$ cat src/hw/rtl/e2c_pkg.sv
`default_nettype none
// ----------------------------------------------------------------------------
// e2c_pkg
// Types and constants shared by the epoch to calendar date controller and
// datapath: reciprocal constants, calendar constants, command and status.
// ----------------------------------------------------------------------------
package e2c_pkg;

  // Reciprocal multipliers: q = (t * MUL) >> SHIFT, exact for any 32-bit t
  localparam logic [31:0] DIV60_MUL   = 32'h8888_8889;
  localparam int          DIV60_SHIFT = 37;
  localparam logic [31:0] DIV24_MUL   = 32'hAAAA_AAAB;
  localparam int          DIV24_SHIFT = 36;
  localparam logic [31:0] DIV60       = 32'd60;
  localparam logic [31:0] DIV24       = 32'd24;

  // Calendar constants
  localparam logic [11:0] BASE_YEAR    = 12'd1970;
  localparam logic [6:0]  BASE_MOD100  = 7'd70;
  localparam logic [8:0]  BASE_MOD400  = 9'd370;
  localparam logic [6:0]  LAST_MOD100  = 7'd99;
  localparam logic [8:0]  LAST_MOD400  = 9'd399;
  localparam logic [8:0]  LEAP_SPAN    = 9'd366;
  localparam logic [8:0]  COMMON_SPAN  = 9'd365;
  localparam logic [3:0]  MONTH_JAN    = 4'd0;
  localparam logic [3:0]  MONTH_FEB    = 4'd1;
  localparam logic [3:0]  MONTH_DEC    = 4'd11;

  // Which quotient/remainder pass the datapath runs
  typedef enum logic [1:0] {
    DIV_SEC,
    DIV_MIN,
    DIV_HOUR
  } div_sel_t;

  // Controller to datapath commands
  typedef struct packed {
    logic     load;
    logic     div_mul;
    logic     div_rem;
    div_sel_t div_sel;
    logic     year_step;
    logic     month_step;
    logic     publish;
  } e2c_cmd_t;

  // Datapath to controller status
  typedef struct packed {
    logic year_fit;
    logic month_fit;
  } e2c_sts_t;

  // Days in a month, month counted from zero
  function automatic logic [4:0] month_days(input logic [3:0] mon, input logic leap);
    logic [4:0] len;
    unique case (mon)
      4'd0, 4'd2, 4'd4, 4'd6, 4'd7, 4'd9, 4'd11: len = 5'd31;
      4'd3, 4'd5, 4'd8, 4'd10:                   len = 5'd30;
      MONTH_FEB:                                 len = leap ? 5'd29 : 5'd28;
      default:                                   len = 5'd31;
    endcase
    return len;
  endfunction

endpackage
`default_nettype wire

$ cat src/hw/rtl/e2c_datapath.sv
`default_nettype none
// ----------------------------------------------------------------------------
// e2c_datapath
// Work registers, reciprocal divider, year and month subtract units and the
// output register of the epoch to calendar date converter.
// ----------------------------------------------------------------------------
module e2c_datapath (
  input  wire logic             clk,
  input  wire logic [31:0]      epoch_seconds,
  input  wire e2c_pkg::e2c_cmd_t cmd,
  output e2c_pkg::e2c_sts_t     sts,
  output logic [11:0]           year,
  output logic [3:0]            month,
  output logic [4:0]            day,
  output logic [4:0]            hour,
  output logic [5:0]            minute,
  output logic [5:0]            second
);

  logic [31:0] work_t;
  logic [63:0] prod;
  logic [5:0]  work_sec;
  logic [5:0]  work_min;
  logic [4:0]  work_hour;
  logic [15:0] days;
  logic [11:0] work_year;
  logic [6:0]  mod100;
  logic [8:0]  mod400;
  logic [3:0]  mon;

  logic [31:0] mul_k;
  logic [26:0] q60;
  logic [27:0] q24;
  logic [31:0] rem60;
  logic [31:0] rem24;
  logic        leap;
  logic [8:0]  year_span;
  logic [4:0]  mon_span;

  // Select the reciprocal for the current pass
  assign mul_k = (cmd.div_sel == e2c_pkg::DIV_HOUR) ? e2c_pkg::DIV24_MUL
                                                    : e2c_pkg::DIV60_MUL;

  // Quotients from the registered product, remainders by back-multiply
  assign q60   = prod[63:e2c_pkg::DIV60_SHIFT];
  assign q24   = prod[63:e2c_pkg::DIV24_SHIFT];
  assign rem60 = work_t - (32'(q60) * e2c_pkg::DIV60);
  assign rem24 = work_t - (32'(q24) * e2c_pkg::DIV24);

  // Leap rule from the year's low bits and the running remainders
  assign leap = ((work_year[1:0] == 2'd0) && (mod100 != 7'd0)) || (mod400 == 9'd0);
  assign year_span = leap ? e2c_pkg::LEAP_SPAN : e2c_pkg::COMMON_SPAN;
  assign mon_span  = e2c_pkg::month_days(mon, leap);

  // Report whether the remaining days stop the year or month walk
  assign sts.year_fit  = days < 16'(year_span);
  assign sts.month_fit = (days < 16'(mon_span)) || (mon == e2c_pkg::MONTH_DEC);

  // Advance the work registers on controller commands
  always_ff @(posedge clk) begin
    if (cmd.load) begin
      work_t    <= epoch_seconds;
      work_year <= e2c_pkg::BASE_YEAR;
      mod100    <= e2c_pkg::BASE_MOD100;
      mod400    <= e2c_pkg::BASE_MOD400;
      mon       <= e2c_pkg::MONTH_JAN;
    end
    if (cmd.div_mul) begin
      prod <= 64'(work_t) * 64'(mul_k);
    end
    if (cmd.div_rem) begin
      unique case (cmd.div_sel)
        e2c_pkg::DIV_SEC: begin
          work_sec <= rem60[5:0];
          work_t   <= 32'(q60);
        end
        e2c_pkg::DIV_MIN: begin
          work_min <= rem60[5:0];
          work_t   <= 32'(q60);
        end
        e2c_pkg::DIV_HOUR: begin
          work_hour <= rem24[4:0];
          days      <= q24[15:0];
        end
        default: begin
          work_t <= work_t;
        end
      endcase
    end
    if (cmd.year_step) begin
      days      <= days - 16'(year_span);
      work_year <= work_year + 12'd1;
      mod100    <= (mod100 == e2c_pkg::LAST_MOD100) ? 7'd0 : mod100 + 7'd1;
      mod400    <= (mod400 == e2c_pkg::LAST_MOD400) ? 9'd0 : mod400 + 9'd1;
    end
    if (cmd.month_step) begin
      days <= days - 16'(mon_span);
      mon  <= mon + 4'd1;
    end
  end

  // Hold the finished transaction while the next one is worked on
  always_ff @(posedge clk) begin
    if (cmd.publish) begin
      year   <= work_year;
      month  <= mon + 4'd1;
      day    <= days[4:0] + 5'd1;
      hour   <= work_hour;
      minute <= work_min;
      second <= work_sec;
    end
  end

endmodule
`default_nettype wire

$ cat src/hw/rtl/e2c_ctrl.sv
`default_nettype none
// ----------------------------------------------------------------------------
// e2c_ctrl
// Sequencer of the epoch to calendar date converter: input handshake,
// divide passes, year and month walks, output handshake.
// ----------------------------------------------------------------------------
module e2c_ctrl (
  input  wire logic              clk,
  input  wire logic              rst,
  input  wire logic              in_valid,
  output logic                   in_stall,
  output logic                   out_valid,
  input  wire logic              out_stall,
  output e2c_pkg::e2c_cmd_t      cmd,
  input  wire e2c_pkg::e2c_sts_t sts
);

  typedef enum logic [2:0] {
    S_IDLE,
    S_DIV_MUL,
    S_DIV_REM,
    S_YEAR,
    S_MONTH,
    S_FINISH
  } state_t;

  state_t            state;
  e2c_pkg::div_sel_t div_sel;
  logic              accept;
  logic              publish;

  assign accept  = (state == S_IDLE) && in_valid && !in_stall;
  assign publish = (state == S_FINISH) && (!out_valid || !out_stall);

  // Decode commands from state and datapath status
  always_comb begin
    cmd.load       = accept;
    cmd.div_mul    = state == S_DIV_MUL;
    cmd.div_rem    = state == S_DIV_REM;
    cmd.div_sel    = div_sel;
    cmd.year_step  = (state == S_YEAR) && !sts.year_fit;
    cmd.month_step = (state == S_MONTH) && !sts.month_fit;
    cmd.publish    = publish;
  end

  // Hold state, pass counter and handshake outputs
  always_ff @(posedge clk) begin
    if (rst) begin
      state     <= S_IDLE;
      div_sel   <= e2c_pkg::DIV_SEC;
      in_stall  <= 1'b0;
      out_valid <= 1'b0;
    end else begin
      // Drop the result once the receiver takes it
      if (out_valid && !out_stall && !publish) begin
        out_valid <= 1'b0;
      end
      unique case (state)
        S_IDLE: begin
          if (accept) begin
            state    <= S_DIV_MUL;
            div_sel  <= e2c_pkg::DIV_SEC;
            in_stall <= 1'b1;
          end
        end
        S_DIV_MUL: begin
          state <= S_DIV_REM;
        end
        S_DIV_REM: begin
          unique case (div_sel)
            e2c_pkg::DIV_SEC: begin
              div_sel <= e2c_pkg::DIV_MIN;
              state   <= S_DIV_MUL;
            end
            e2c_pkg::DIV_MIN: begin
              div_sel <= e2c_pkg::DIV_HOUR;
              state   <= S_DIV_MUL;
            end
            default: begin
              state <= S_YEAR;
            end
          endcase
        end
        S_YEAR: begin
          if (sts.year_fit) begin
            state <= S_MONTH;
          end
        end
        S_MONTH: begin
          if (sts.month_fit) begin
            state <= S_FINISH;
          end
        end
        S_FINISH: begin
          if (publish) begin
            out_valid <= 1'b1;
            in_stall  <= 1'b0;
            state     <= S_IDLE;
          end
        end
        default: begin
          state <= S_IDLE;
        end
      endcase
    end
  end

endmodule
`default_nettype wire

$ cat src/hw/rtl/epoch_to_calendar_date.sv
`default_nettype none
// ----------------------------------------------------------------------------
// epoch_to_calendar_date
// Converts a 32-bit count of seconds since 1970-01-01 00:00:00 into the UTC
// Gregorian date and time of day.
// Input channel: in_valid / in_stall with epoch_seconds. Output channel:
// out_valid / out_stall with year, month, day, hour, minute, second. A
// transaction moves at a rising edge with valid high and stall low.
// One transaction is converted at a time: three reciprocal-multiply divide
// passes (a multiply step, then a remainder step), then one year per cycle
// from 1970 and one month per cycle from January; the slowest case is
// December 2105. in_stall is high from acceptance until the result enters
// the output register, so a new transaction is not taken before the last
// one is finished.
// If the receiver stalls with a result still held, a finished conversion
// waits in its last step until the output register is taken.
// Reset (rst, synchronous) empties the output register and returns to idle.
// ----------------------------------------------------------------------------
module epoch_to_calendar_date (
  input  wire logic        clk,
  input  wire logic        rst,
  input  wire logic        in_valid,
  output logic             in_stall,
  input  wire logic [31:0] epoch_seconds,
  output logic             out_valid,
  input  wire logic        out_stall,
  output logic [11:0]      year,
  output logic [3:0]       month,
  output logic [4:0]       day,
  output logic [4:0]       hour,
  output logic [5:0]       minute,
  output logic [5:0]       second
);

  e2c_pkg::e2c_cmd_t cmd;
  e2c_pkg::e2c_sts_t sts;

  // Sequence the conversion
  e2c_ctrl u_ctrl (
    .clk       (clk),
    .rst       (rst),
    .in_valid  (in_valid),
    .in_stall  (in_stall),
    .out_valid (out_valid),
    .out_stall (out_stall),
    .cmd       (cmd),
    .sts       (sts)
  );

  // Arithmetic and result registers
  e2c_datapath u_datapath (
    .clk           (clk),
    .epoch_seconds (epoch_seconds),
    .cmd           (cmd),
    .sts           (sts),
    .year          (year),
    .month         (month),
    .day           (day),
    .hour          (hour),
    .minute        (minute),
    .second        (second)
  );

endmodule
`default_nettype wire

$ cat config.mk
export PLATFORM = sky130hd
export DESIGN_NAME = epoch_to_calendar_date
export DESIGN_NICKNAME = d
export VERILOG_FILES = /design/src/hw/rtl/e2c_pkg.sv /design/src/hw/rtl/e2c_datapath.sv /design/src/hw/rtl/e2c_ctrl.sv /design/src/hw/rtl/epoch_to_calendar_date.sv
export SDC_FILE = /design/constraint.sdc
export NUM_CORES = 1
export LEC_CHECK = 0
export BUFFER_PORTS_ARGS = -buffer_cell sky130_fd_sc_hd__buf_2
export CAP_MARGIN = 30
export CORE_MARGIN = 4
export CORE_UTILIZATION = 60
export CTS_CLUSTER_SIZE = 25
export DETAILED_ROUTE_END_ITERATION = 10
export PLACE_DENSITY = 0.75
export REMOVE_ABC_BUFFERS = 1
export SLEW_MARGIN = 20
export SYNTH_ARGS = -nofsm -noshare
export SYNTH_HDL_FRONTEND = slang
export SYNTH_SLANG_ARGS = --single-unit
$ cat constraint.sdc
create_clock -name clk -period 11.25 [get_ports clk]
set_input_delay 1.125 -clock clk [delete_from_list [all_inputs] [get_ports clk]]
set_output_delay 1.125 -clock clk [all_outputs]
set_load 0.03 [all_outputs]
==> metrics.txt <==
MaxCap Viol Count 0; vias 17,900; Post-Synthesis Cell Area 25,400 sq um; DR vias/cell between 5 and 6; DRC viols 0; die area 45,700 sq um; Slew @ Worst Pin 938 ps; Skew-Pair Late Insertion Delay around 440 ps; internal reg-to-reg setup slack 1470 ps; Yosys warnings 0; nets 3,343; 1st-pass router iterations 7; Longest Clk Path Bufs 2; routed length per placed instance 23.1 um; Syn Area/Cell 10.3 sq um; Die Y ~210 um; first-pass GRT wire length 110,000 um; worst reg2reg endpoint u_datapath.prod[54]; Post-CTS Setup Inserts 0; RSZ-0062 raised after global routing false; Syn Inst Count 2,475; share of cells above drive strength 1 0.0562; crit path launch type flip-flop; Hold Violations, Final 0; Placed Instance Area 26,400 sq um; GR Util met2 0.504; GRT Overall Usage 0.321; largest net degree at the start of global routing 60; Hold Path Class flip-flop to flip-flop; period utilization 0.869; max incr delay on CP 720 ps; TNS Setup 0 ps; ys flop type edfxtp_1; r2r startpoint u_ctrl.div_sel[1]; hpwl dp ~62,000 um; H-tree levels 4; initial antenna violation count 0; drt total wl 71,100 um; depth of the worst register-to-register path 25; Worst setup EP type flip-flop; # IOs 76; routability-driven placement congestion ratio 1.03; CP most frequent cell fa_1; antenna violation net count after detailed routing 0; status finished, final reports clean; hold path depth 0; gr ovfl total 0; row count 75; Worst path slowest cell nor4_1; # fillers 3,400; Critical Path AT 9940 ps; synth unique cells 70; register clock-pin slew on the reported worst setup and hold paths about 70 ps; Setup CP Type flip-flop to flip-flop; Die W 214 um; Initial Util 0.607; Core Area 41,900 sq um; min cycle time layout 9780 ps; Clock Skew 16.2 ps; Max Fclk 102 MHz; Setup violations, final 0; Seq/Total Area, Yosys 0.198; post-cts hold buffer count 0; CTS sink count 170; Worst Hold Endpoint u_datapath.minute[4]; clk root buf clkbuf_16; Post-synth EDFFs 163; Hold Slack 424 ps; GR peak layer met2; required time worst endpoint 11,410 ps; crit path max fanout 41; flops & latches, synth 170; Antenna Cells 0; Slew headroom 0.368; Max Slew Vio Count 0; GR Util met3 0.0519; IO Port Bufs 75; met1 Track Usage GR 0.441; Hold Crit Start u_datapath.work_min[4]; design area 27,000 sq um; post-layout util 0.645; Synth async-reset ratio 0; drt first-iter violations 1,777; CTS Buf Count 17; post-cts sizing count 0; number of global-route vias before repair 19,000; Multi-input gate area 17,900 sq um; area delta synth->final 6.23%; flip-flop and latch area 5030 sq um; CTS tree yes
[critical path, delay by kind of cell, from the launching register on]
family,cells,cell delay (ps)
fa+ha+maj,8,3730
flops,1,500
buf+inv,5,630
simple gates,5,1690
compound gates,6,2240
xor+xnor,1,650
[worst max path at each step]
| stage | to | slack, ps | from |
|---|---|---|---|
| floorplan | u_datapath.prod[53] | 3630 | u_ctrl.div_sel[1] |
| global placement | u_datapath.prod[54] | 1770 | u_ctrl.div_sel[1] |
| detailed placement | u_datapath.prod[54] | 1680 | u_ctrl.div_sel[1] |
| CTS | u_datapath.prod[54] | 1620 | u_ctrl.div_sel[1] |
| global route | u_datapath.prod[54] | 820 | u_ctrl.div_sel[1] |
| finish | u_datapath.prod[54] | 1470 | u_ctrl.div_sel[1] |
[per-layer routing]
layer,up-vias,share of wire
met5,-,0
met4,0,0.061
met3,174,0.068
met2,718,0.45
met1,8923,0.42
li1,8061,-
[cell usage after synthesis, types with 4 or more instances]
| cell | count | area share |
|---|---|---|
| nand2b_1 | 10 | 0.0025 |
| nor3b_1 | 4 | 0.0012 |
| inv_1 | 615 | 0.091 |
| o22ai_1 | 15 | 0.0037 |
| clkbuf_1 | 45 | 0.0067 |
| o221ai_1 | 5 | 0.0017 |
| xnor2_1 | 79 | 0.027 |
| o21bai_1 | 10 | 0.0030 |
| a31oi_1 | 11 | 0.0027 |
| nand3_1 | 37 | 0.0073 |
| nor3_1 | 14 | 0.0028 |
| fa_1 | 391 | 0.31 |
| and4_1 | 4 | 0.0014 |
| and3_1 | 16 | 0.0039 |
| a21o_1 | 32 | 0.0095 |
| nor4_1 | 9 | 0.0022 |
| nand4_1 | 14 | 0.0034 |
| and2_1 | 18 | 0.0044 |
| mux2i_1 | 27 | 0.011 |
| ha_1 | 386 | 0.19 |
| a21oi_1 | 91 | 0.018 |
| xor2_1 | 50 | 0.017 |
| dfxtp_1 | 7 | 0.0055 |
| nand2_1 | 163 | 0.024 |
| a22oi_1 | 9 | 0.0027 |
| edfxtp_1 | 163 | 0.19 |
| or2_2 | 10 | 0.0025 |
| o21ai_0 | 69 | 0.014 |
| nor2_1 | 92 | 0.014 |
| nor2b_1 | 10 | 0.0025 |
| o21a_1 | 6 | 0.0018 |
[kinds of logic (layout without fill, tap and decap cells)]
kind of cell / after synthesis / in the layout / share of synthesized area
flip-flops: 170 / 170 / 0.198
AND/OR/NAND/NOR: 413 / 413 / 0.0753
buffers and inverters: 666 / 734 / 0.0989
AO/OA/AOI/OAI: 292 / 292 / 0.0737
multiplexers: 28 / 28 / 0.0111
adder cells (fa/ha/maj): 777 / 777 / 0.498
XOR/XNOR: 129 / 129 / 0.0445
[layout by cell type (no fill, tap or decap), types with 37 or more instances in the layout]
cell | Yosys | final
a21oi_1 | 91 | 90
xor2_1 | 50 | 50
inv_1 | 615 | 615
fa_1 | 391 | 391
xnor2_1 | 79 | 79
nor2_1 | 92 | 90
edfxtp_1 | 163 | 163
nand3_1 | 37 | 37
buf_2 | 3 | 77
nand2_1 | 163 | 162
o21ai_0 | 69 | 69
ha_1 | 386 | 386
[sequential cells by signal (all words and copies together), names as in the netlist, 7 cells and up]
signal / count
u_datapath.days: 16
u_datapath.work_year: 12
u_datapath.mod100: 7
u_datapath.year: 12
u_datapath.work_t: 32
u_datapath.prod: 28
u_datapath.mod400: 9
[stage by stage]
step / cells / worst slack, ps
6_report: 3082 / 1470
5_1_grt: 3082 / 824
4_1_cts: 3081 / 1620
3_5_place_dp: 3049 / 1680
3_3_place_gp: 3047 / 1770
2_1_floorplan: 2424 / 3630
[final cells by class]
cell class                 instances  area share
multi-input combinational       1639       0.663
sequential                       170       0.187
inverter                         615      0.0856
tap                              539      0.0250
timing repair buffer              87      0.0178
clock buffer                      21      0.0167
clock inverter                    11     0.00515
Power is left out: the tool's default activity adds up to more than one toggle a clock period on the data nets, which glitch-free logic cannot reach.
